<file path="src/rtl/qrs_pkg.sv">
// shared types and constants for the quadratic root solver
// no dependencies; used by every module under rtl
package qrs_pkg;

	localparam int COEF_W  = 16;
	localparam int ROOT_W  = 25;
	localparam int RAD_W   = 36;
	localparam int SQRT_W  = 18;
	localparam int SREM_W  = 21;
	localparam int MAG_W   = 18;
	localparam int DREM_W  = 16;
	localparam int SQ_STEP = 2;
	localparam int SQ_NST  = SQRT_W / SQ_STEP;
	localparam int DV_STEP = 5;
	localparam int DV_NST  = ROOT_W / DV_STEP;

	localparam logic [1:0] COUNT_NONE    = 2'd0;
	localparam logic [1:0] COUNT_COMPLEX = 2'd2;

	typedef struct packed {
		logic signed [COEF_W-1:0] a;
		logic signed [COEF_W-1:0] b;
		logic                     dneg;
		logic                     zl;
	} sq_side_t;

	typedef struct packed {
		logic sgn1;
		logic sgn2;
		logic dneg;
		logic zl;
	} dv_side_t;

	typedef struct packed {
		logic [SREM_W-1:0] rem;
		logic [SQRT_W-1:0] root;
		logic [RAD_W-1:0]  rad;
	} sq_lane_t;

	typedef struct packed {
		logic [DREM_W-1:0] rem;
		logic [ROOT_W-1:0] dvd;
	} dv_lane_t;

endpackage

</file>
<file path="src/rtl/qrs_disc.sv">
// discriminant stages: products, then |b*b - 4*a*c| and its sign
// depends on qrs_pkg
module qrs_disc (
	input  logic                               clk,
	input  logic                               arst_n,
	input  logic                               in_valid,
	input  logic signed [qrs_pkg::COEF_W-1:0]  a,
	input  logic signed [qrs_pkg::COEF_W-1:0]  b,
	input  logic signed [qrs_pkg::COEF_W-1:0]  c,
	output logic                               out_valid,
	output logic [qrs_pkg::RAD_W-1:0]          out_rad,
	output qrs_pkg::sq_side_t                  out_side
);

	logic               valid_s1, valid_s2;
	logic signed [31:0] bb_s1, ac_s1;
	logic signed [15:0] a_s1, b_s1;
	logic signed [33:0] d;
	logic [33:0]        dmag;
	logic [qrs_pkg::RAD_W-1:0] rad_s2;
	qrs_pkg::sq_side_t  side_s2;

	assign d    = 34'(bb_s1) - (34'(ac_s1) <<< 2);
	assign dmag = d[33] ? 34'(-d) : d;

	always_ff @(posedge clk or negedge arst_n) begin
		if (!arst_n) begin
			valid_s1 <= 1'b0;
			valid_s2 <= 1'b0;
		end else begin
			valid_s1 <= in_valid;
			valid_s2 <= valid_s1;
		end
	end

	always_ff @(posedge clk) begin
		bb_s1 <= b * b;
		ac_s1 <= a * c;
		a_s1  <= a;
		b_s1  <= b;
		rad_s2       <= {2'b00, dmag};
		side_s2.a    <= a_s1;
		side_s2.b    <= b_s1;
		side_s2.dneg <= d[33];
		side_s2.zl   <= (a_s1 == '0);
	end

	assign out_valid = valid_s2;
	assign out_rad   = rad_s2;
	assign out_side  = side_s2;

endmodule

</file>
<file path="config.mk">
export PLATFORM = sky130hd
export DESIGN_NAME = qrs_disc
export DESIGN_NICKNAME = d
export VERILOG_FILES = /design/src/rtl/qrs_pkg.sv /design/src/rtl/qrs_disc.sv
export SDC_FILE = /design/constraint.sdc
export NUM_CORES = 2
export LEC_CHECK = 0
export BUFFER_PORTS_ARGS = -buffer_cell sky130_fd_sc_hd__buf_2
export CAP_MARGIN = 30
export CORE_ASPECT_RATIO = 2
export CORE_MARGIN = 2
export CORE_UTILIZATION = 55
export DETAILED_ROUTE_END_ITERATION = 8
export PLACE_DENSITY = 0.79
export SYNTH_ARGS = -nofsm -noshare
export SYNTH_HDL_FRONTEND = slang
export SYNTH_SLANG_ARGS = --single-unit
</file>
<file path="constraint.sdc">
create_clock -name clk -period 3.75 [get_ports clk]
set_clock_uncertainty 0.15 [all_clocks]
set_input_delay 0.5625 -clock clk [delete_from_list [all_inputs] [get_ports clk]]
set_output_delay 0.5625 -clock clk [all_outputs]
set_load 0.05 [all_outputs]
</file>
==> out/results.tsv <==
stage	metric	value	unit
route	drc_errors	0	
setup_path	reg2reg_from	bb_s1[2]	
sta	timing.final.ws_setup	-2.33	ns
floorplan	pin_count	122	
synthesis	postSynthCellCount	2641	
synthesis	yosysSeqAreaShare	13.2	%
floorplan	die-area	46900	um^2
clock_tree	clkLatencyLatePin	0.46	ns
outcome	outcome	complete, but fails checks	
synthesis	syn-mean-instance-area	9.39	um^2
sta	min_period	6.08	ns
place	dp_hpwl	51100	um
floorplan	floorplan.initialDensity	55.4	%
place	placed_area	29500	um^2
synthesis	synth-main-ff-cell	dfxtp_1	
setup_path	crit_fanout	4	
sta	setup_viol	66	
synthesis	synth_adder_area_share	50.5	%
sta	drv_slew	0	
sta	fmax	165	MHz
final_layout	layout_commonest_cell	inv_1	
route	drtPass1Iterations	7	
final_layout	final_cell_area	32200	um^2
setup_path	r2r_cells	16	
place	place_ws	-2.92	ns
route	wl_per_cell	18.4	um
setup_path	endpoint	bb_s1[23]	
final_layout	insertedDiodeCount	0	
clock_tree	cts_root_buffer	clkbuf_16	
final_layout	layout-drive-gt1-share	30.3	%
floorplan	num_rows	110	
flow_run	drv_cap	0	
synthesis	ys_types	80	
setup_path	worst_setup_path_start_kind	primary input	
final_layout	syn2layout_area_growth	30.0	%
synthesis	yosys.area.top_type	fa_1	
synthesis	synth_top_area_share	40.1	%
floorplan	die_h	304	um
clock_tree	clock-sinks	163	
synthesis	netlist_area	24800	um^2
route	num_vias	20400	
place	gp_congestion	0.911	
floorplan	core_area	44700	um^2
clock_tree	clkTransAtPathRegs	0.08	ns
outcome	violations	negative setup slack	
sta	grt_setup_unrepaired	true	
synthesis	yosys-top-cells-area	fa_1, dfxtp_1, ha_1	
grt	grt.overflow.total	0	
place	port_buffers	119	
setup_path	crit_start	b[2]	
setup_path	worst_ep_arrival_time	6.28	ns
sta	fin_tns_setup	-84.89	ns
clock_tree	cts_max_level	4	
route	wl	68900	um
route	ant_nets	0	
final_layout	layout.nets	3923	
sta	slew_headroom	45.8	%
synthesis	synth_mux_area_share	0.333	%
synthesis	synth_compound_area_share	7.45	%
setup_path	crit_required	3.96	ns
final_layout	post-route-util	72.0	%
clock_tree	cts_max_path_buffers	2	
synthesis	synth_edf_count	0	
synthesis	yosys_warnings	0	
clock_tree	cts_made_buffers	17	
synthesis	synthXorXnorAreaFrac	4.66	%
setup_path	reg2reg_slack	-0.21	ns
final_layout	mostFrequentLayoutCells	inv_1, fa_1, buf_4, nand2_1, ha_1	
grt	grt_max_degree	19	
route	vias_per_cell	5.44	
sta	finalHoldViolations	0	
sta	finalCritPeriodShare	162	%
grt	grt_pass1_vias	22600	
synthesis	synth_top_family_by_area	adder cells	
floorplan	fp.dieW	154	um
setup_path	r2r_end	out_rad[30]	
grt	antenna_found_initial	0	
synthesis	synthArstFlopShare	1.23	%
grt	grt.total_usage	28.6	%
setup_path	worstSetupEndpointType	flip-flop	
synthesis	ys_ff_latch	163	
sta	worst_pin_slew	0.806	ns
route	drt_iter0_drc	1164	
clock_tree	cts_tree	yes	
synthesis	synth_simple_gate_area_share	12.8	%
setup_path	critPathKind	primary input to flip-flop	
worst_hold_path	hold_class	primary input to flip-flop	
grt	grt_pass1_wl	107000	um
[final cells by class]
| cell class | count | area [um^2] |
|---|---|---|
| timing repair buffer | 584 | 4740 |
| clock inverter | 15 | 189 |
| clock buffer | 17 | 425 |
| fill | 2990 | 12500 |
| multi-input combinational | 1753 | 20400 |
| tap | 560 | 701 |
| sequential | 163 | 3270 |
| inverter | 651 | 2460 |
[worst min path at each step]
| stage | from | end | slack (ns) | cells after the start |
|---|---|---|---|---|
| after global placement | b_s1[3] | out_side[5] | 0.16 | 0 |
| after floorplan | arst_n | out_valid | 0.12 | 0 |
| after CTS | in_valid | valid_s1 | 0.04 | 1 |
| after detailed placement | b_s1[2] | out_side[4] | 0.16 | 0 |
| after global routing | in_valid | valid_s1 | 0.05 | 1 |
| final | in_valid | valid_s1 | 0.05 | 1 |
[registers in the layout, summed over array words and instances, names as in the netlist]
| signal | count |
|---|---|
| bb_s1 | 30 |
| b_s1 | 16 |
| out_valid | 1 |
| out_side | 34 |
| out_rad | 33 |
| a_s1 | 16 |
| valid_s1 | 1 |
| ac_s1 | 32 |
[repair_timing]
action | CTS | global route
gates resized for setup | 224 | 178
hold endpoints to repair | 2 | 0
pin swaps | 157 | 132
endpoints found under the setup margin | 71 | 72
buffers inserted | 57 | 26
hold buffers | 1 | 0
cloned | 0 | 3
[per-layer routing]
layer / vias to the layer above / wire length [um] / share of wire (%) / global-route usage [%]
met5: - / 0 / 0 / 0
met4: 0 / 3840 / 5.6 / 13.8
met3: 310 / 3310 / 4.8 / 3.13
met2: 747 / 37200 / 54 / 52.7
met1: 10300 / 24500 / 36 / 32.6
li1: 9049 / - / - / -
[through the flow]
stage / std cells / hold WS, ns
floorplan: 2642 / 0.117
global placement: 3649 / 0.160
detailed placement: 3649 / 0.164
CTS: 3730 / 0.0415
global route: 3743 / 0.0506
finish: 3743 / 0.0534
[critical path, cell delays in order]
cell	delay (ns)
clkbuf_16	0.12
buf_8	0.10
nand2_4	0.05
fa_1	0.54
inv_2	0.06
fa_1	0.55
ha_2	0.18
inv_2	0.04
fa_1	0.48
fa_1	0.54
inv_1	0.06
fa_1	0.48
ha_4	0.20
nor3_1	0.46
o21ai_1	0.34
a211oi_4	0.40
a211oi_2	0.15
buf_4	0.16
o21a_1	0.17
o21a_1	0.20
o21a_1	0.22
o311ai_1	0.23
[cell families (layout without fill, tap and decap cells)]
logic type,count (synthesis),after routing
AND/OR/NAND/NOR,642,642
AO/OA/AOI/OAI,268,268
XOR/XNOR,131,131
multiplexers,8,8
adder cells (fa/ha/maj),702,702
buffers and inverters,726,1267
flip-flops,163,163
other,1,2
[cell usage after synthesis, types with 10 or more instances]
master,number
nand2_1,242
nand3_1,18
nor4_1,13
nor3_1,17
o21ai_0,36
inv_1,650
xor2_1,32
a21o_1,38
nor2_1,103
a21oi_1,75
clkbuf_1,65
nor2b_1,13
fa_1,497
nand2b_1,15
o21a_1,12
dfxtp_1,161
and3_1,13
o21bai_1,17
a211oi_1,12
and2_1,164
nand4_1,10
ha_1,205
xnor2_1,98
Power is not shown: default switching activity piles up to over one toggle a cycle in this logic, so the estimate is an artifact.
