**config.mk**
```make
export PLATFORM = sky130hd
export DESIGN_NAME = qrs_div
export DESIGN_NICKNAME = d
export VERILOG_FILES = /design/src/rtl/qrs_pkg.sv /design/src/rtl/qrs_div.sv
export SDC_FILE = /design/constraint.sdc
export NUM_CORES = 2
export LEC_CHECK = 0
export ABC_AREA = 1
export BUFFER_PORTS_ARGS = -buffer_cell sky130_fd_sc_hd__buf_2
export CAP_MARGIN = 30
export CORE_ASPECT_RATIO = 1.5
export CORE_MARGIN = 3
export CORE_UTILIZATION = 65
export CTS_BUF_LIST = sky130_fd_sc_hd__clkbuf_4
export CTS_CLUSTER_DIAMETER = 120
export DETAILED_ROUTE_END_ITERATION = 8
export GPL_TIMING_DRIVEN = 0
export HOLD_SLACK_MARGIN = 0.06
export PLACE_DENSITY = 0.82
export SYNTH_ARGS = -nofsm -noshare
export SYNTH_HDL_FRONTEND = slang
export SYNTH_SLANG_ARGS = --single-unit
```
**constraint.sdc**
```tcl
create_clock -name clk -period 11.25 [get_ports clk]
set_input_delay 1.125 -clock clk [delete_from_list [all_inputs] [get_ports clk]]
set_output_delay 1.125 -clock clk [all_outputs]
set_load 0.05 [all_outputs]
```
**src/rtl/qrs_pkg.sv**
```systemverilog
// shared types and constants for the quadratic root solver
// no dependencies; used by every module under rtl
package qrs_pkg;

	localparam int COEF_W  = 16;
	localparam int ROOT_W  = 25;
	localparam int RAD_W   = 36;
	localparam int SQRT_W  = 18;
	localparam int SREM_W  = 21;
	localparam int MAG_W   = 18;
	localparam int DREM_W  = 16;
	localparam int SQ_STEP = 2;
	localparam int SQ_NST  = SQRT_W / SQ_STEP;
	localparam int DV_STEP = 5;
	localparam int DV_NST  = ROOT_W / DV_STEP;

	localparam logic [1:0] COUNT_NONE    = 2'd0;
	localparam logic [1:0] COUNT_COMPLEX = 2'd2;

	typedef struct packed {
		logic signed [COEF_W-1:0] a;
		logic signed [COEF_W-1:0] b;
		logic                     dneg;
		logic                     zl;
	} sq_side_t;

	typedef struct packed {
		logic sgn1;
		logic sgn2;
		logic dneg;
		logic zl;
	} dv_side_t;

	typedef struct packed {
		logic [SREM_W-1:0] rem;
		logic [SQRT_W-1:0] root;
		logic [RAD_W-1:0]  rad;
	} sq_lane_t;

	typedef struct packed {
		logic [DREM_W-1:0] rem;
		logic [ROOT_W-1:0] dvd;
	} dv_lane_t;

endpackage

```
**src/rtl/qrs_div.sv**
```systemverilog
// two-lane pipelined restoring divider with a shared divisor, five bits per stage
// depends on qrs_pkg
module qrs_div (
	input  logic                        clk,
	input  logic                        arst_n,
	input  logic                        in_valid,
	input  logic [qrs_pkg::MAG_W-1:0]   in_mag1,
	input  logic [qrs_pkg::MAG_W-1:0]   in_mag2,
	input  logic [qrs_pkg::COEF_W-1:0]  in_den,
	input  qrs_pkg::dv_side_t           in_side,
	output logic                        out_valid,
	output logic [qrs_pkg::ROOT_W-1:0]  out_q1,
	output logic [qrs_pkg::ROOT_W-1:0]  out_q2,
	output qrs_pkg::dv_side_t           out_side
);

	localparam int NST = qrs_pkg::DV_NST;
	localparam int PAD = qrs_pkg::ROOT_W - qrs_pkg::MAG_W;

	function automatic qrs_pkg::dv_lane_t dv_steps(qrs_pkg::dv_lane_t x,
			logic [qrs_pkg::COEF_W-1:0] den);
		qrs_pkg::dv_lane_t y;
		logic [qrs_pkg::DREM_W:0] sh;
		y = x;
		for (int i = 0; i < qrs_pkg::DV_STEP; i++) begin
			sh = {y.rem, y.dvd[qrs_pkg::ROOT_W-1]};
			y.dvd = {y.dvd[qrs_pkg::ROOT_W-2:0], 1'b0};
			if (sh >= {1'b0, den}) begin
				sh = sh - {1'b0, den};
				y.dvd[0] = 1'b1;
			end
			y.rem = sh[qrs_pkg::DREM_W-1:0];
		end
		return y;
	endfunction

	logic                       valid_s [NST];
	qrs_pkg::dv_lane_t          l1_s    [NST];
	qrs_pkg::dv_lane_t          l2_s    [NST];
	logic [qrs_pkg::COEF_W-1:0] den_s   [NST];
	qrs_pkg::dv_side_t          side_s  [NST];

	for (genvar k = 0; k < NST; k++) begin : g_st
		logic                       v_in;
		qrs_pkg::dv_lane_t          l1_in, l2_in;
		logic [qrs_pkg::COEF_W-1:0] den_in;
		qrs_pkg::dv_side_t          sd_in;
		if (k == 0) begin : g_first
			assign v_in   = in_valid;
			assign l1_in  = '{rem: '0, dvd: {in_mag1, {PAD{1'b0}}}};
			assign l2_in  = '{rem: '0, dvd: {in_mag2, {PAD{1'b0}}}};
			assign den_in = in_den;
			assign sd_in  = in_side;
		end else begin : g_next
			assign v_in   = valid_s[k-1];
			assign l1_in  = l1_s[k-1];
			assign l2_in  = l2_s[k-1];
			assign den_in = den_s[k-1];
			assign sd_in  = side_s[k-1];
		end
		always_ff @(posedge clk or negedge arst_n) begin
			if (!arst_n) valid_s[k] <= 1'b0;
			else valid_s[k] <= v_in;
		end
		always_ff @(posedge clk) begin
			l1_s[k]   <= dv_steps(l1_in, den_in);
			l2_s[k]   <= dv_steps(l2_in, den_in);
			den_s[k]  <= den_in;
			side_s[k] <= sd_in;
		end
	end

	assign out_valid = valid_s[NST-1];
	assign out_q1    = l1_s[NST-1].dvd;
	assign out_q2    = l2_s[NST-1].dvd;
	assign out_side  = side_s[NST-1];

endmodule

```
==> out/results.ini <==
[synthesis]
synth-main-ff-cell = dfxtp_1
syn_inst = 8190
syn_avg_cell_area_sq_um = 6.422
synth_edf_count = 0
synth_cell_types = 73
yosys.area.top_type = ha_1
syn-num-nets = 9049
synth_warnings = 0
async_flop_share = 0.01205
synth_top_area_share = 0.1813
syn_area_sq_um = 52600
yosysSeqAreaShare = 0.1584
ys_top_cells_by_area = ha_1 18%, nand2_1 18%, dfxtp_1 16%, inv_1 6.8%, a21oi_1 5.9%
ys_seq_elements = 415

[floorplan]
io_pins = 114
rows = 127
die_area_sq_um = 84440
die_h_microns = 354.4
die_x_microns = 238.3
core_sq_um = 80090
start_util = 0.6567

[setup_path]
start_kind = register
worst_setup_path_end_kind = register
path_buf_inv = 15
criticalPathCategory = reg -> reg
slowest_stage = dfxtp_2
slowest_delay_ps = 410
arrival_ps = 11520
crit_path_frequent_cell = nand2_1
path_delay_family = simple AND/OR/NAND/NOR gates
worstPathRequired_ps = 12100
crit_fanout = 10

[final_layout]
utilization = 0.7388
layout_commonest_cell = nand2_1
final_cell_mix = 2494 x nand2_1, 883 x inv_1, 708 x ha_1
drive_above_1_share = 0.1238
area_growth_pct = 12.50
nFillCells = 6990
fin_nets = 9495
fin_cells = 9762

[detailed_routing]
num_vias = 56510
drt-initial-drc-count = 3672
drc = 0
wl_microns = 171900
wire_per_inst_microns = 17.61
dr.pass1.iters = 6
route.antenna.remaining_nets = 0
avgViaCountPerCell = 5.788

[clock_tree]
clk_latency_ps = 1080
htreeDepth = 3
clkSinkCount = 415
cts_buffer_depth = 3
cts_root_buffer = clkbuf_4
numCtsBuffers = 100
clk_pin_slew_ps = 80
cts_tree = done

[placed_design]
port_buffers = 113
routabilityCongestion = 0.9941
dp.cells = 9335
hpwl_microns = 132100
place_ws_ps = -1646

[global_routing]
grt_pass1_vias = 54200
gr-usage-all-layers = 0.3874
grt_max_degree = 17
antenna_found_initial = 10
grt_pass1_wl_microns = 265400
grt_overflow = 0

[timing]
worst_pin_slew_ps = 743.8
min_period_over_period = 0.9492
drv_slew = 0
relSlewSlack = 0.4989
finalCriticalPeriod_ps = 10680
setup_viol = 0
finClkSkew_ps = 91.56
max_freq_ghz = 0.09365
finalHoldViolCount = 0
setup_tns_ps = 0
fin_ws_ps = 571.5

[worst_hold_path]
hold_class = in -> reg

[job]
drv_cap = 0

[run_status]
outcome = completed

[what timing repair did]
item | CTS | global route
setup buffers | 91 | 140
endpoints found under the setup margin | 106 | 138
resized for setup | 106 | 352
endpoints found under the hold margin | 5 | 0
hold buffers | 1 | 0
pin swaps | 3 | 64
gates cloned | 0 | 1
[worst paths after layout]
path                       cells after the start                 from  slack [ps]                      to
max in group asynchronous                      2               arst_n       10670  g_st[1].v_in$_DFF_PN0_
min                                            1          in_mag1[12]         140     l1_s[0][24]$_DFF_P_
min reg2reg                                    0  l2_s[0][83]$_DFF_P_         310    l2_s[0][129]$_DFF_P_
max                                           67  den_s[0][5]$_DFF_P_         570     l2_s[0][72]$_DFF_P_
min in group asynchronous                      2               arst_n         440  g_st[4].v_in$_DFF_PN0_
max reg2reg                                   67  den_s[0][5]$_DFF_P_         570     l2_s[0][72]$_DFF_P_
[Yosys cell counts, drive strengths merged, types with 19 or more instances]
master and count:
a211oi 19, a21boi 43, a21o 50, a21oi 627, a31oi 51, buf 114
dfxtp 410, fa 38, ha 762, inv 976, nand2 2541, nand3 526
nand3b 33, nand4 117, nor2 428, nor3 65, nor4 27, o21a 27
o21ai 574, o21bai 47, or2 42, xnor2 243, xor2 323
[stage by stage]
step	instance area, sq um	hold slack (ps)
floorplan	52600	309.6
global placement	54450	309.8
detailed placement	54450	312.1
CTS	56820	87.51
global route	59150	120.7
finish	59170	137.2
[routing by layer]
layer	up-vias	share of wire	GRT usage
li1	28180	-	-
met1	25480	0.36	0.3903
met2	2015	0.49	0.6967
met3	832	0.059	0.06163
met4	6	0.097	0.3229
met5	-	0.00023	0
[state kept, by name, summed over array words and instances, names as in the netlist]
| signal | count |
|---|---|
| den_s | 64 |
| g_st.v_in | 4 |
| l1_s | 163 |
| l2_s | 163 |
| out_valid | 1 |
| side_s | 20 |
[cells by family after synthesis]
kind of cell               count (synthesis)  synth area share
AOI/OAI and AO/OA                       1505            0.1603
and+or+nand+nor                         3796            0.3060
xor gates and xnor gates                 566           0.09425
adders and majority gates                800            0.1957
DFF                                      415            0.1584
buffers and inverters                   1108           0.08521
[area by class of cell]
class,count,area [sq um],area share
clock inverter,55,329.1,0.005562
timing repair buffer,345,2514,0.04248
tap,1032,1291,0.02182
multi-input combinational,6668,40810,0.6897
antenna,14,35.03,0.0005921
clock buffer,127,953.4,0.01611
sequential,415,8378,0.1416
inverter,979,3926,0.06636
buffer,127,934.6,0.01580
Power is not shown: default switching activity piles up to over one toggle a cycle in this logic, so the estimate is an artifact.
