===== config.mk =====
export PLATFORM = sky130hd
export DESIGN_NAME = qrs_sqrt
export DESIGN_NICKNAME = d
export VERILOG_FILES = /design/src/rtl/qrs_pkg.sv /design/src/rtl/qrs_sqrt.sv
export SDC_FILE = /design/constraint.sdc
export NUM_CORES = 1
export LEC_CHECK = 0
export BUFFER_PORTS_ARGS = -buffer_cell sky130_fd_sc_hd__clkbuf_2
export CAP_MARGIN = 20
export CORE_UTILIZATION = 55
export CTS_BUF_LIST = sky130_fd_sc_hd__clkbuf_2 sky130_fd_sc_hd__clkbuf_4 sky130_fd_sc_hd__clkbuf_8
export CTS_CLUSTER_DIAMETER = 100
export DETAILED_ROUTE_END_ITERATION = 10
export PLACE_DENSITY_LB_ADDON = 0.3
export SETUP_SLACK_MARGIN = 0.05
export SYNTH_ARGS = -nofsm -noshare
export SYNTH_HDL_FRONTEND = slang
export SYNTH_SLANG_ARGS = --single-unit
export TNS_END_PERCENT = 1

===== constraint.sdc =====
create_clock -name clk -period 5.9 [get_ports clk]
set_input_delay 0.59 -clock clk [delete_from_list [all_inputs] [get_ports clk]]
set_output_delay 0.59 -clock clk [all_outputs]
set_load 0.02 [all_outputs]

===== src/rtl/qrs_pkg.sv =====
// shared types and constants for the quadratic root solver
// no dependencies; used by every module under rtl
package qrs_pkg;

	localparam int COEF_W  = 16;
	localparam int ROOT_W  = 25;
	localparam int RAD_W   = 36;
	localparam int SQRT_W  = 18;
	localparam int SREM_W  = 21;
	localparam int MAG_W   = 18;
	localparam int DREM_W  = 16;
	localparam int SQ_STEP = 2;
	localparam int SQ_NST  = SQRT_W / SQ_STEP;
	localparam int DV_STEP = 5;
	localparam int DV_NST  = ROOT_W / DV_STEP;

	localparam logic [1:0] COUNT_NONE    = 2'd0;
	localparam logic [1:0] COUNT_COMPLEX = 2'd2;

	typedef struct packed {
		logic signed [COEF_W-1:0] a;
		logic signed [COEF_W-1:0] b;
		logic                     dneg;
		logic                     zl;
	} sq_side_t;

	typedef struct packed {
		logic sgn1;
		logic sgn2;
		logic dneg;
		logic zl;
	} dv_side_t;

	typedef struct packed {
		logic [SREM_W-1:0] rem;
		logic [SQRT_W-1:0] root;
		logic [RAD_W-1:0]  rad;
	} sq_lane_t;

	typedef struct packed {
		logic [DREM_W-1:0] rem;
		logic [ROOT_W-1:0] dvd;
	} dv_lane_t;

endpackage


===== src/rtl/qrs_sqrt.sv =====
// pipelined integer square root, two root bits per stage
// depends on qrs_pkg
module qrs_sqrt (
	input  logic                        clk,
	input  logic                        arst_n,
	input  logic                        in_valid,
	input  logic [qrs_pkg::RAD_W-1:0]   in_rad,
	input  qrs_pkg::sq_side_t           in_side,
	output logic                        out_valid,
	output logic [qrs_pkg::SQRT_W-1:0]  out_root,
	output qrs_pkg::sq_side_t           out_side
);

	localparam int NST = qrs_pkg::SQ_NST;

	function automatic qrs_pkg::sq_lane_t sq_steps(qrs_pkg::sq_lane_t x);
		qrs_pkg::sq_lane_t y;
		logic [qrs_pkg::SREM_W-1:0] t;
		y = x;
		for (int i = 0; i < qrs_pkg::SQ_STEP; i++) begin
			y.rem = {y.rem[qrs_pkg::SREM_W-3:0], y.rad[qrs_pkg::RAD_W-1 -: 2]};
			y.rad = {y.rad[qrs_pkg::RAD_W-3:0], 2'b00};
			t = {1'b0, y.root, 2'b01};
			if (y.rem >= t) begin
				y.rem  = y.rem - t;
				y.root = {y.root[qrs_pkg::SQRT_W-2:0], 1'b1};
			end else begin
				y.root = {y.root[qrs_pkg::SQRT_W-2:0], 1'b0};
			end
		end
		return y;
	endfunction

	logic              valid_s [NST];
	qrs_pkg::sq_lane_t lane_s  [NST];
	qrs_pkg::sq_side_t side_s  [NST];

	for (genvar k = 0; k < NST; k++) begin : g_st
		logic              v_in;
		qrs_pkg::sq_lane_t l_in;
		qrs_pkg::sq_side_t sd_in;
		if (k == 0) begin : g_first
			assign v_in  = in_valid;
			assign l_in  = '{rem: '0, root: '0, rad: in_rad};
			assign sd_in = in_side;
		end else begin : g_next
			assign v_in  = valid_s[k-1];
			assign l_in  = lane_s[k-1];
			assign sd_in = side_s[k-1];
		end
		always_ff @(posedge clk or negedge arst_n) begin
			if (!arst_n) valid_s[k] <= 1'b0;
			else valid_s[k] <= v_in;
		end
		always_ff @(posedge clk) begin
			lane_s[k] <= sq_steps(l_in);
			side_s[k] <= sd_in;
		end
	end

	assign out_valid = valid_s[NST-1];
	assign out_root  = lane_s[NST-1].root;
	assign out_side  = side_s[NST-1];

endmodule


==> run_summary.xml, run 1 <==
<?xml version="1.0" encoding="UTF-8"?>
<metrics>
  <group name="clocking">
    <metric name="worstSkewPairLatency" unit="ns">0.73</metric>
    <metric name="post_cts.repair.setup_buffers" unit="">0</metric>
    <metric name="cts_max_level" unit="">3</metric>
    <metric name="cts.root.buffer_cell" unit="">sky130_fd_sc_hd__clkbuf_8</metric>
    <metric name="clkTransAtPathRegs" unit="ns">0.07</metric>
    <metric name="clock_tree_from_tritoncts" unit="">built</metric>
    <metric name="cts_inserted_buffers" unit="">99</metric>
    <metric name="cts_num_sinks" unit="">692</metric>
    <metric name="ctsLongestPathBuffers" unit="">3</metric>
  </group>
  <group name="layout">
    <metric name="num-nets-final" unit="">3147</metric>
    <metric name="area_growth" unit="%">15.6</metric>
    <metric name="layout.cell_area.non_filler" unit="sq um">31100</metric>
    <metric name="layout.cells.non_filler" unit="">3579</metric>
    <metric name="antenna_cells" unit="">0</metric>
    <metric name="drive_gt1_share" unit="%">13.8</metric>
    <metric name="layout.core_utilization" unit="%">64.8</metric>
  </group>
  <group name="logic_synthesis">
    <metric name="synth_async_sr_flop_share" unit="%">1.30</metric>
    <metric name="yosys.cell_types.count" unit="">105</metric>
    <metric name="synthesis.area" unit="sq um">27000</metric>
    <metric name="number_of_synthesized_flops_with_an_enable_pin" unit="">0</metric>
    <metric name="ys.warnings.count" unit="">0</metric>
    <metric name="avg_inst_size_synth" unit="sq um">10.3</metric>
    <metric name="post_synth_inst_count" unit="">2629</metric>
    <metric name="ys_seq_area_share" unit="%">51.6</metric>
    <metric name="most_used_dff_post_synth" unit="">sky130_fd_sc_hd__dfxtp_1</metric>
    <metric name="yosys_register_bits" unit="">692</metric>
  </group>
  <group name="drt">
    <metric name="antenna_left" unit="">0</metric>
    <metric name="post-route-drc-count" unit="">0</metric>
    <metric name="totalWireLength" unit="um">63500</metric>
    <metric name="routed-via-count" unit="">19900</metric>
    <metric name="via_density" unit="">5.55</metric>
    <metric name="drt-wirelength-per-cell" unit="um">17.7</metric>
    <metric name="drt_iter0_drcs" unit="">1515</metric>
    <metric name="first_pass_iters" unit="">6</metric>
  </group>
  <group name="worst_setup_path">
    <metric name="crit_path_max_fanout" unit="">26</metric>
    <metric name="worst_ep_required_time" unit="ns">6.51</metric>
    <metric name="critical_path.max_stage_delay" unit="ns">0.54</metric>
    <metric name="worst_r2r_startpoint" unit="">lane_s[0][465]$_DFF_P_</metric>
    <metric name="crit_type" unit="">reg2reg</metric>
    <metric name="ff2ff_path_depth" unit="">18</metric>
    <metric name="worst_r2r_endpoint" unit="">lane_s[0][563]$_DFF_P_</metric>
    <metric name="timing.critical_path.to_type" unit="">register</metric>
    <metric name="timing.critical_path.from" unit="">lane_s[0][465]$_DFF_P_</metric>
    <metric name="critical_path.top_delay_family" unit="">compound AO/OA/AOI/OAI gates</metric>
    <metric name="cp_data_arrival_time" unit="ns">6.04</metric>
    <metric name="worst_path_max_delay_cell" unit="">sky130_fd_sc_hd__o31ai_1</metric>
    <metric name="critPathBufInv" unit="">2</metric>
    <metric name="worst_path_most_repeated_cell" unit="">sky130_fd_sc_hd__ha_1</metric>
    <metric name="critPathCapture" unit="">lane_s[0][563]$_DFF_P_</metric>
    <metric name="reg2reg_setup_slack" unit="ns">0.47</metric>
    <metric name="timing.critical_path.depth" unit="">18</metric>
    <metric name="crit_chain" unit="">inv_1, ha_1, nand3_1, or2_1, a211o_1, a21oi_2, nor3_2, nand2_1, inv_2, o31ai_1, ha_1, a21oi_1, o21ai_0, or4_1, a31o_2, a21boi_2, nand2_2, mux2_1</metric>
    <metric name="cp-start-kind" unit="">register</metric>
  </group>
  <group name="sta">
    <metric name="count_of_final_setup_violators" unit="">0</metric>
    <metric name="max_freq" unit="MHz">184</metric>
    <metric name="rsz0062_at_grt" unit="">yes</metric>
    <metric name="report.final.slew_viol_count" unit="">0</metric>
    <metric name="final.setup.tns" unit="ns">0</metric>
    <metric name="final_min_period_over_clock_period" unit="%">92.1</metric>
    <metric name="finalHoldViolCount" unit="">0</metric>
    <metric name="final_period_minus_worst_setup_slack" unit="ns">5.43</metric>
    <metric name="hold-worst-slack" unit="ns">0.160</metric>
    <metric name="worst_pin_slew" unit="ns">0.940</metric>
    <metric name="fin_ws" unit="ns">0.467</metric>
    <metric name="fin_skew" unit="ns">0.0338</metric>
    <metric name="slew-limit-headroom" unit="%">36.8</metric>
  </group>
  <group name="power">
    <metric name="power.combinational.fraction" unit="%">27.2</metric>
    <metric name="max-vdd-ir-drop" unit="V">0.000337</metric>
    <metric name="finalPower" unit="mW">13.6</metric>
    <metric name="cellPowerDensity" unit="nW/um^2">436</metric>
    <metric name="power.share.clock" unit="%">30.9</metric>
    <metric name="power_leakage" unit="nW">14.5</metric>
    <metric name="p_int" unit="mW">9.20</metric>
    <metric name="sequential_share_of_power" unit="%">41.8</metric>
    <metric name="total_switching_power" unit="mW">4.39</metric>
    <metric name="power_switching_share" unit="%">32.3</metric>
  </group>
  <group name="floorplanning">
    <metric name="placeableCoreArea" unit="sq um">48000</metric>
    <metric name="chipHeight" unit="um">223</metric>
    <metric name="die-width" unit="um">223</metric>
    <metric name="row_count" unit="">80</metric>
    <metric name="start_util" unit="%">56.1</metric>
    <metric name="die_area" unit="sq um">49900</metric>
    <metric name="boundaryPins" unit="">126</metric>
  </group>
  <group name="global_routing">
    <metric name="overflow" unit="">0</metric>
    <metric name="vias_in_the_first_global_route" unit="">19800</metric>
    <metric name="grt_antenna_before_repair" unit="">1</metric>
    <metric name="groute.usage.overall" unit="%">25.6</metric>
    <metric name="grt_start_max_net_pins" unit="">27</metric>
    <metric name="global_route_wire_length_before_repair" unit="um">102000</metric>
  </group>
  <group name="place">
    <metric name="dp_cells" unit="">3334</metric>
    <metric name="dp.final_hpwl" unit="um">45900</metric>
    <metric name="detailedPlace.worstSlack" unit="ns">0.490</metric>
    <metric name="io_buffer_count" unit="">125</metric>
    <metric name="gp_routability_congestion" unit="">0.964</metric>
    <metric name="dpl-instance-area" unit="sq um">28200</metric>
  </group>
  <group name="outcome">
    <metric name="outcome" unit="">finished clean</metric>
  </group>
  <group name="min_path">
    <metric name="holdCritPathClass" unit="">in2reg</metric>
  </group>
  <group name="job">
    <metric name="maxCapViolCount" unit="">0</metric>
  </group>
</metrics>
## state kept, by name (all words and copies together) (netlist names)
signal and flops:
g_st.v_in 8, lane_s 377, out_valid 1, side_s 306
## worst min path at each step
| stage | cells after the start | slack (ns) | from | end |
|---|---|---|---|---|
| 3_3_place_gp | 0 | 0.31 | side_s[0][81]$_DFF_P_ | side_s[0][115]$_DFF_P_ |
| 6_report | 2 | 0.16 | in_rad[35] | lane_s[0][33]$_DFF_P_ |
| 3_5_place_dp | 0 | 0.31 | side_s[0][200]$_DFF_P_ | side_s[0][234]$_DFF_P_ |
| 5_1_grt | 2 | 0.14 | in_rad[35] | lane_s[0][33]$_DFF_P_ |
| 4_1_cts | 2 | 0.11 | in_rad[35] | lane_s[0][33]$_DFF_P_ |
| 2_1_floorplan | 0 | 0.29 | arst_n | g_st[1].v_in$_DFF_PN0_ |
## cell usage after synthesis (all sizes together), types with 14 or more instances
master	number	area [sq um]
dfxtp	683	13700
ha	186	2330
nor2	180	686
a21oi	178	913
inv	168	631
nand2	159	602
xnor2	124	1090
o21ai	116	581
a21o	73	548
xor2	61	534
nor3	57	310
nand3	49	250
mux2	43	503
o21a	40	300
nand2b	29	184
o31ai	29	218
nor2b	26	163
clkbuf	25	95.1
buf	23	153
nand4	23	144
nor4	23	186
or3	22	143
a211oi	17	133
and3	17	106
a31oi	15	93.8
mux2i	15	150
a21boi	14	109
and2	14	87.6
o21bai	14	105
## worst reg2reg max path, cell delays in order (launching register included)
cell                       delay (ns)
sky130_fd_sc_hd__dfxtp_1         0.38
sky130_fd_sc_hd__inv_1           0.10
sky130_fd_sc_hd__ha_1            0.38
sky130_fd_sc_hd__nand3_1         0.13
sky130_fd_sc_hd__or2_1           0.28
sky130_fd_sc_hd__a211o_1         0.33
sky130_fd_sc_hd__a21oi_2         0.33
sky130_fd_sc_hd__nor3_2          0.11
sky130_fd_sc_hd__nand2_1         0.12
sky130_fd_sc_hd__inv_2           0.19
sky130_fd_sc_hd__o31ai_1         0.55
sky130_fd_sc_hd__ha_1            0.44
sky130_fd_sc_hd__a21oi_1         0.23
sky130_fd_sc_hd__o21ai_0         0.14
sky130_fd_sc_hd__or4_1           0.42
sky130_fd_sc_hd__a31o_2          0.26
sky130_fd_sc_hd__a21boi_2        0.20
sky130_fd_sc_hd__nand2_2         0.31
sky130_fd_sc_hd__mux2_1          0.42
## cell usage in the layout, fill, tap and decap left out, drive strengths merged, types with 26 or more instances in the layout
master,n
nand3,49
dfxtp,683
nor3,57
a21o,73
o21ai,116
nor2,180
mux2,43
xnor2,124
nor2b,26
o21a,40
o31ai,29
nand2b,29
inv,173
a21oi,178
clkbuf,275
dlygate4sd3,68
nand2,159
ha,186
xor2,61
## layer usage
metal | share of wire, % | GRT usage, %
met5 | 0 | 0
met4 | 3.1 | 10.6
met3 | 6.0 | 4.29
met2 | 47 | 42.7
met1 | 44 | 32.8
## power by group through the flow
stage                     combinational, mW  clock (mW)  sequential (mW)
after CTS                              3.65        4.27             5.68
after global placement                 3.51           0             5.77
after global routing                   4.09        4.51             5.74
after detailed placement               3.59           0             5.77
final                                  3.70        4.21             5.69
after floorplan                        2.81           0             5.61
## kinds of logic (layout without fill, tap and decap cells)
kind of cell / count (synthesis) / in the layout / synth area share [%]
AOI/OAI and AO/OA: 605 / 605 / 14.7
xor gates and xnor gates: 185 / 185 / 6.01
adders and majority gates: 186 / 186 / 8.64
buffers and inverters: 217 / 550 / 3.32
DFF: 692 / 692 / 51.6
muxes: 58 / 58 / 2.42
other: 1 / 3 / 0.0139
and+or+nand+nor: 685 / 685 / 13.3
## layout make-up
| class | count | area (sq um) |
|---|---|---|
| inverter | 169 | 647 |
| fill | 3780 | 16900 |
| tap | 615 | 769 |
| timing repair buffer | 204 | 1390 |
| clock inverter | 27 | 390 |
| sequential | 692 | 13900 |
| multi-input combinational | 1722 | 12200 |
| clock buffer | 150 | 1890 |
## what timing repair did
action / in CTS / in global routing
hold endpoints to repair: 76 / 0
hold buffers: 68 / 0
setup endpoints to repair: 0 / 20
gates resized for setup: 0 / 1
(Power assumes the default switching activity.)
==> run 2: changes to the inputs <==
- CORE_ASPECT_RATIO: default -> 1.2
==> run 2 against run 1 <==
Net effect: register-to-register slack worse by 0.12 ns; final area down 0.23%; sequential power barely moved; largest power group unchanged.
==> run_summary.xml, run 2 (synthesis results as in run 1) <==
<?xml version="1.0" encoding="UTF-8"?>
<metrics>
  <group name="worst_setup_path">
    <metric name="cp_data_arrival_time" unit="ns">6.13</metric>
    <metric name="crit_type" unit="">reg2reg</metric>
    <metric name="worst_r2r_endpoint" unit="">lane_s[0][409]$_DFF_P_</metric>
    <metric name="timing.critical_path.to_type" unit="">register</metric>
    <metric name="worst_r2r_startpoint" unit="">lane_s[0][323]$_DFF_P_</metric>
    <metric name="crit_path_max_fanout" unit="">25</metric>
    <metric name="cp-start-kind" unit="">register</metric>
    <metric name="ff2ff_path_depth" unit="">19</metric>
    <metric name="worst_ep_required_time" unit="ns">6.48</metric>
    <metric name="reg2reg_setup_slack" unit="ns">0.35</metric>
  </group>
  <group name="sta">
    <metric name="rsz0062_at_grt" unit="">no</metric>
    <metric name="final_min_period_over_clock_period" unit="%">94.1</metric>
    <metric name="finalHoldViolCount" unit="">0</metric>
    <metric name="fin_skew" unit="ns">0.0447</metric>
    <metric name="final_period_minus_worst_setup_slack" unit="ns">5.55</metric>
    <metric name="worst_pin_slew" unit="ns">1.04</metric>
    <metric name="final.setup.tns" unit="ns">0</metric>
    <metric name="report.final.slew_viol_count" unit="">0</metric>
    <metric name="slew-limit-headroom" unit="%">29.8</metric>
    <metric name="count_of_final_setup_violators" unit="">0</metric>
    <metric name="max_freq" unit="MHz">180</metric>
  </group>
  <group name="layout">
    <metric name="final_cell_mix" unit="">683 x sky130_fd_sc_hd__dfxtp_1, 186 x sky130_fd_sc_hd__ha_1, 178 x sky130_fd_sc_hd__nor2_1</metric>
    <metric name="num-nets-final" unit="">3146</metric>
    <metric name="area_growth" unit="%">15.3</metric>
    <metric name="largest_register_ff_count" unit="">377</metric>
    <metric name="mostFrequentLayoutCell" unit="">sky130_fd_sc_hd__dfxtp_1</metric>
    <metric name="max_flop_register" unit="">lane_s</metric>
    <metric name="drive_gt1_share" unit="%">13.7</metric>
    <metric name="layout.cells.non_filler" unit="">3591</metric>
    <metric name="antenna_cells" unit="">0</metric>
  </group>
  <group name="drt">
    <metric name="via_density" unit="">5.54</metric>
    <metric name="post-route-drc-count" unit="">0</metric>
    <metric name="drt_iter0_drcs" unit="">1305</metric>
    <metric name="routed-via-count" unit="">19900</metric>
    <metric name="drt-wirelength-per-cell" unit="um">17.8</metric>
    <metric name="antenna_left" unit="">0</metric>
    <metric name="first_pass_iters" unit="">7</metric>
    <metric name="totalWireLength" unit="um">63900</metric>
  </group>
  <group name="floorplanning">
    <metric name="row_count" unit="">88</metric>
    <metric name="die_area" unit="sq um">49900</metric>
    <metric name="placeableCoreArea" unit="sq um">48200</metric>
    <metric name="die-width" unit="um">204</metric>
    <metric name="chipHeight" unit="um">244</metric>
    <metric name="start_util" unit="%">55.9</metric>
    <metric name="boundaryPins" unit="">126</metric>
  </group>
  <group name="global_routing">
    <metric name="global_route_wire_length_before_repair" unit="um">102000</metric>
    <metric name="overflow" unit="">0</metric>
    <metric name="grt_antenna_before_repair" unit="">1</metric>
    <metric name="grt_start_max_net_pins" unit="">27</metric>
    <metric name="vias_in_the_first_global_route" unit="">19800</metric>
    <metric name="groute.usage.overall" unit="%">25.7</metric>
  </group>
  <group name="power">
    <metric name="power_leakage" unit="nW">14.4</metric>
    <metric name="max-vdd-ir-drop" unit="V">0.000321</metric>
    <metric name="cellPowerDensity" unit="nW/um^2">433</metric>
  </group>
  <group name="min_path">
    <metric name="holdCritPathClass" unit="">in2reg</metric>
    <metric name="min_path_cells" unit="">1</metric>
    <metric name="worst_hold_path.endpoint" unit="">side_s[0][11]$_DFF_P_</metric>
    <metric name="hold_start" unit="">in_side[11]</metric>
  </group>
  <group name="clocking">
    <metric name="post_cts.repair.setup_buffers" unit="">0</metric>
    <metric name="cts_max_level" unit="">3</metric>
    <metric name="ctsLongestPathBuffers" unit="">3</metric>
    <metric name="cts_inserted_buffers" unit="">98</metric>
    <metric name="clock_tree_from_tritoncts" unit="">built</metric>
    <metric name="clkTransAtPathRegs" unit="ns">0.07</metric>
    <metric name="cts.root.buffer_cell" unit="">sky130_fd_sc_hd__clkbuf_8</metric>
    <metric name="cts_num_sinks" unit="">692</metric>
    <metric name="worstSkewPairLatency" unit="ns">0.73</metric>
  </group>
  <group name="outcome">
    <metric name="outcome" unit="">finished clean</metric>
  </group>
  <group name="place">
    <metric name="io_buffer_count" unit="">125</metric>
    <metric name="gp_routability_congestion" unit="">0.953</metric>
    <metric name="dp_cells" unit="">3350</metric>
    <metric name="dp.final_hpwl" unit="um">47200</metric>
  </group>
  <group name="job">
    <metric name="maxCapViolCount" unit="">0</metric>
  </group>
</metrics>
run 2: final cells by class:
type                            count  area [sq um]
Clock buffer                      145          1800
Clock inverter                     29           385
Tap cell                          630           788
Fill cell                        3749         17100
Inverter                          169           647
Timing Repair Buffer              204          1390
Sequential cell                   692         13900
Multi-Input combinational cell   1722         12200
run 2: what timing repair did:
| item | CTS | global route |
|---|---|---|
| gates resized for setup | 0 | 1 |
| setup endpoints to repair | 0 | 3 |
| hold buffers | 67 | 0 |
| endpoints found under the hold margin | 75 | 0 |
run 2: worst max-delay path by stage:
stage | startpoint | end | depth (start not counted)
6_report | lane_s[0][323]$_DFF_P_ | lane_s[0][409]$_DFF_P_ | 19
5_1_grt | lane_s[0][323]$_DFF_P_ | lane_s[0][409]$_DFF_P_ | 19
3_3_place_gp | lane_s[0][323]$_DFF_P_ | lane_s[0][409]$_DFF_P_ | 19
2_1_floorplan | lane_s[0][323]$_DFF_P_ | lane_s[0][410]$_DFF_P_ | 21
3_5_place_dp | lane_s[0][323]$_DFF_P_ | lane_s[0][409]$_DFF_P_ | 19
4_1_cts | lane_s[0][323]$_DFF_P_ | lane_s[0][409]$_DFF_P_ | 19
run 2: power breakdown:
| part | internal (mW) | switching, mW |
|---|---|---|
| clock network | 2.22 | 1.84 |
| logic | 1.60 | 2.11 |
| registers | 5.26 | 0.436 |
| total | 9.07 | 4.39 |
run 2: routing by layer:
layer / up-vias / GRT usage, % / share of wire, %
li1: 9774 / - / -
met1: 9316 / 30.1 / 41
met2: 641 / 45.3 / 50
met3: 154 / 3.78 / 5.0
met4: 0 / 12.8 / 4.2
met5: - / 0 / 0
run 2: critical path, cell delays in order, from the launching register on:
cell	delay [ns]
sky130_fd_sc_hd__dfxtp_1	0.49
sky130_fd_sc_hd__inv_1	0.16
sky130_fd_sc_hd__ha_1	0.45
sky130_fd_sc_hd__nand4_1	0.23
sky130_fd_sc_hd__nor4_2	0.42
sky130_fd_sc_hd__or3_1	0.22
sky130_fd_sc_hd__a211o_1	0.26
sky130_fd_sc_hd__buf_4	0.29
sky130_fd_sc_hd__nor2_1	0.06
sky130_fd_sc_hd__a21oi_1	0.38
sky130_fd_sc_hd__ha_1	0.39
sky130_fd_sc_hd__nand3_1	0.12
sky130_fd_sc_hd__nor2_1	0.05
sky130_fd_sc_hd__a221o_1	0.40
sky130_fd_sc_hd__nor3b_1	0.22
sky130_fd_sc_hd__mux2i_1	0.12
sky130_fd_sc_hd__a311o_1	0.34
sky130_fd_sc_hd__nor4_4	0.14
sky130_fd_sc_hd__buf_4	0.31
sky130_fd_sc_hd__mux2_2	0.36
run 2: per-stage QoR:
step	util (%)	hold WS (ns)	instance area [sq um]	power, mW	setup WS [ns]
after detailed placement	58.5	0.312	28200	9.39	0.355
after floorplan	-	0.294	27000	8.43	1.09
final	64.4	0.0597	31100	13.5	0.350
after global routing	64.4	0.0227	31100	14.2	0.146
after global placement	58.5	0.310	28200	9.34	0.258
after CTS	64.4	0.00457	31100	13.5	0.286
==> run 3: changes to the inputs <==
- clock period: 5.9 -> 6.4 ns (I/O delays scaled with it)
==> run 3 against run 2 <==
Net effect: final area is essentially flat; hold slack gained 0.0055 ns; power shrank 7.4%.
==> run_summary.xml, run 3 (synthesis results as in run 1) <==
<?xml version="1.0" encoding="UTF-8"?>
<metrics>
  <group name="power">
    <metric name="power.share.clock" unit="%">30.7</metric>
    <metric name="p_int" unit="mW">8.44</metric>
    <metric name="max-vdd-ir-drop" unit="V">0.000278</metric>
    <metric name="sequential_share_of_power" unit="%">42.1</metric>
    <metric name="power_leakage" unit="nW">14.4</metric>
    <metric name="total_switching_power" unit="mW">4.02</metric>
    <metric name="power_switching_share" unit="%">32.2</metric>
    <metric name="power.combinational.fraction" unit="%">27.2</metric>
    <metric name="finalPower" unit="mW">12.5</metric>
    <metric name="cellPowerDensity" unit="nW/um^2">401</metric>
  </group>
  <group name="global_routing">
    <metric name="grt_start_max_net_pins" unit="">27</metric>
    <metric name="vias_in_the_first_global_route" unit="">19800</metric>
    <metric name="overflow" unit="">0</metric>
    <metric name="groute.usage.overall" unit="%">25.5</metric>
    <metric name="global_route_wire_length_before_repair" unit="um">101000</metric>
    <metric name="grt_antenna_before_repair" unit="">1</metric>
  </group>
  <group name="place">
    <metric name="io_buffer_count" unit="">125</metric>
    <metric name="gp_routability_congestion" unit="">0.935</metric>
    <metric name="dp.final_hpwl" unit="um">47000</metric>
    <metric name="dp_cells" unit="">3343</metric>
  </group>
  <group name="sta">
    <metric name="count_of_final_setup_violators" unit="">0</metric>
    <metric name="final.setup.tns" unit="ns">0</metric>
    <metric name="finalHoldViolCount" unit="">0</metric>
    <metric name="report.final.slew_viol_count" unit="">0</metric>
    <metric name="max_freq" unit="MHz">177</metric>
    <metric name="slew-limit-headroom" unit="%">42.3</metric>
    <metric name="final_min_period_over_clock_period" unit="%">88.2</metric>
    <metric name="final_period_minus_worst_setup_slack" unit="ns">5.64</metric>
    <metric name="worst_pin_slew" unit="ns">0.854</metric>
    <metric name="fin_skew" unit="ns">0.0385</metric>
    <metric name="rsz0062_at_grt" unit="">no</metric>
  </group>
  <group name="layout">
    <metric name="mostFrequentLayoutCell" unit="">sky130_fd_sc_hd__dfxtp_1</metric>
    <metric name="drive_gt1_share" unit="%">13.6</metric>
    <metric name="layout.cells.non_filler" unit="">3587</metric>
    <metric name="final_cell_mix" unit="">683 x sky130_fd_sc_hd__dfxtp_1, 186 x sky130_fd_sc_hd__ha_1, 178 x sky130_fd_sc_hd__nor2_1</metric>
    <metric name="max_flop_register" unit="">lane_s</metric>
    <metric name="num-nets-final" unit="">3138</metric>
    <metric name="fill_cells" unit="">3831</metric>
    <metric name="area_growth" unit="%">15.3</metric>
    <metric name="largest_register_ff_count" unit="">377</metric>
    <metric name="layout.core_utilization" unit="%">64.5</metric>
  </group>
  <group name="worst_setup_path">
    <metric name="worst_r2r_endpoint" unit="">lane_s[0][563]$_DFF_P_</metric>
    <metric name="crit_chain" unit="">inv_1, ha_1, nand3_1, or2_1, a211o_1, a21oi_2, nor3_2, nand2_1, inv_2, o31ai_1, ha_1, a21o_1, a21oi_1, nor2_1, a211o_1, a31o_2, a21boi_2, nand2_2, mux2_1</metric>
    <metric name="worst_ep_required_time" unit="ns">6.99</metric>
    <metric name="reg2reg_setup_slack" unit="ns">0.76</metric>
    <metric name="worst_path_max_delay_cell" unit="">sky130_fd_sc_hd__o31ai_1</metric>
    <metric name="critical_path.max_stage_delay" unit="ns">0.49</metric>
    <metric name="crit_type" unit="">reg2reg</metric>
    <metric name="crit_path_max_fanout" unit="">26</metric>
    <metric name="cp_data_arrival_time" unit="ns">6.23</metric>
    <metric name="cp-start-kind" unit="">register</metric>
    <metric name="worst_r2r_startpoint" unit="">lane_s[0][466]$_DFF_P_</metric>
    <metric name="critPathBufInv" unit="">2</metric>
    <metric name="ff2ff_path_depth" unit="">19</metric>
    <metric name="timing.critical_path.to_type" unit="">register</metric>
    <metric name="critical_path.top_delay_family" unit="">compound AO/OA/AOI/OAI gates</metric>
  </group>
  <group name="floorplanning">
    <metric name="row_count" unit="">88</metric>
    <metric name="chipHeight" unit="um">244</metric>
    <metric name="placeableCoreArea" unit="sq um">48200</metric>
    <metric name="start_util" unit="%">55.9</metric>
    <metric name="die-width" unit="um">204</metric>
    <metric name="boundaryPins" unit="">126</metric>
    <metric name="die_area" unit="sq um">49900</metric>
  </group>
  <group name="drt">
    <metric name="totalWireLength" unit="um">62900</metric>
    <metric name="first_pass_iters" unit="">5</metric>
    <metric name="routed-via-count" unit="">19500</metric>
    <metric name="drt-wirelength-per-cell" unit="um">17.5</metric>
    <metric name="drt_iter0_drcs" unit="">1131</metric>
    <metric name="via_density" unit="">5.44</metric>
    <metric name="antenna_left" unit="">0</metric>
    <metric name="post-route-drc-count" unit="">0</metric>
  </group>
  <group name="clocking">
    <metric name="post_cts.repair.setup_buffers" unit="">0</metric>
    <metric name="clock_tree_from_tritoncts" unit="">built</metric>
    <metric name="cts.root.buffer_cell" unit="">sky130_fd_sc_hd__clkbuf_8</metric>
    <metric name="cts_num_sinks" unit="">692</metric>
    <metric name="worstSkewPairLatency" unit="ns">0.73</metric>
    <metric name="cts_inserted_buffers" unit="">99</metric>
    <metric name="cts_max_level" unit="">3</metric>
    <metric name="ctsLongestPathBuffers" unit="">3</metric>
    <metric name="clkTransAtPathRegs" unit="ns">0.06</metric>
    <metric name="post_cts_resized" unit="">0</metric>
  </group>
  <group name="min_path">
    <metric name="min_path_cells" unit="">1</metric>
    <metric name="hold_start" unit="">in_rad[22]</metric>
    <metric name="holdCritPathClass" unit="">in2reg</metric>
    <metric name="worst_hold_path.endpoint" unit="">lane_s[0][22]$_DFF_P_</metric>
  </group>
  <group name="outcome">
    <metric name="outcome" unit="">finished clean</metric>
  </group>
  <group name="job">
    <metric name="maxCapViolCount" unit="">0</metric>
  </group>
</metrics>
==> run 3: cell types whose count changed in the layout (fill, tap and decap cells not counted), moves of 2 or more <==
cell	delta
sky130_fd_sc_hd__dlygate4sd3_1	-2
sky130_fd_sc_hd__clkbuf_4	-2
sky130_fd_sc_hd__buf_4	-8
sky130_fd_sc_hd__clkbuf_8	+4
==> run 3: power by group through the flow <==
stage | Sequential [mW] | Clock [mW] | Combinational [mW]
floorplan | 5.17 | 0 | 2.59
global placement | 5.33 | 0 | 3.28
detailed placement | 5.33 | 0 | 3.31
CTS | 5.24 | 3.92 | 3.37
finish | 5.24 | 3.83 | 3.39
global route | 5.30 | 4.14 | 3.75
==> run 3: stage by stage <==
stage	hold WS, ns	cell area, sq um	setup slack, ns
final	0.0652	31100	0.758
after global placement	0.310	28200	0.876
after detailed placement	0.312	28200	0.808
after floorplan	0.310	27000	1.59
after global routing	0.0313	31100	0.407
after CTS	0.00939	31100	0.784
==> run 3: layout make-up <==
type	instances	area [sq um]	share of cell area, %
diodes	1	2.50	0.00805
clock buffers	147	1840	5.92
clock inverters	31	433	1.39
inverters	169	647	2.08
multi-input cells	1722	12200	39.1
flip-flops and latches	692	13900	44.7
well taps	630	788	2.54
repair buffers	195	1310	4.21
==> run 3: worst max path at each step <==
stage | start | endpoint | slack, ns | depth (start not counted)
global placement | lane_s[0][468]$_DFF_P_ | lane_s[0][563]$_DFF_P_ | 0.88 | 19
floorplan | lane_s[0][323]$_DFF_P_ | lane_s[0][410]$_DFF_P_ | 1.59 | 21
global route | lane_s[0][466]$_DFF_P_ | lane_s[0][563]$_DFF_P_ | 0.41 | 19
detailed placement | lane_s[0][466]$_DFF_P_ | lane_s[0][563]$_DFF_P_ | 0.81 | 19
finish | lane_s[0][466]$_DFF_P_ | lane_s[0][563]$_DFF_P_ | 0.76 | 19
CTS | lane_s[0][323]$_DFF_P_ | lane_s[0][409]$_DFF_P_ | 0.78 | 17
==> run 3: timing repair <==
item | 4_1_cts | 5_1_grt
hold endpoints to repair | 73 | 0
endpoints found under the setup margin | 0 | 0
hold buffers | 65 | 0
==> run 3: routing by layer <==
metal / GRT usage, % / part of all wire (%) / vias to the layer above
li1: - / - / 9737
met1: 29.4 / 41 / 9122
met2: 45.5 / 50 / 506
met3: 4.68 / 4.8 / 135
met4: 11.3 / 3.7 / 0
met5: 0 / 0 / -
==> run 3: worst reg2reg max path, stage by stage, from the launching register on <==
cell and delay, ns:
sky130_fd_sc_hd__dfxtp_1 0.38, sky130_fd_sc_hd__inv_1 0.08, sky130_fd_sc_hd__ha_1 0.41, sky130_fd_sc_hd__nand3_1 0.14, sky130_fd_sc_hd__or2_1 0.26, sky130_fd_sc_hd__a211o_1 0.31
sky130_fd_sc_hd__a21oi_2 0.30, sky130_fd_sc_hd__nor3_2 0.10, sky130_fd_sc_hd__nand2_1 0.37, sky130_fd_sc_hd__inv_2 0.31, sky130_fd_sc_hd__o31ai_1 0.49, sky130_fd_sc_hd__ha_1 0.39
sky130_fd_sc_hd__a21o_1 0.21, sky130_fd_sc_hd__a21oi_1 0.14, sky130_fd_sc_hd__nor2_1 0.05, sky130_fd_sc_hd__a211o_1 0.38, sky130_fd_sc_hd__a31o_2 0.30, sky130_fd_sc_hd__a21boi_2 0.20
sky130_fd_sc_hd__nand2_2 0.31, sky130_fd_sc_hd__mux2_1 0.41
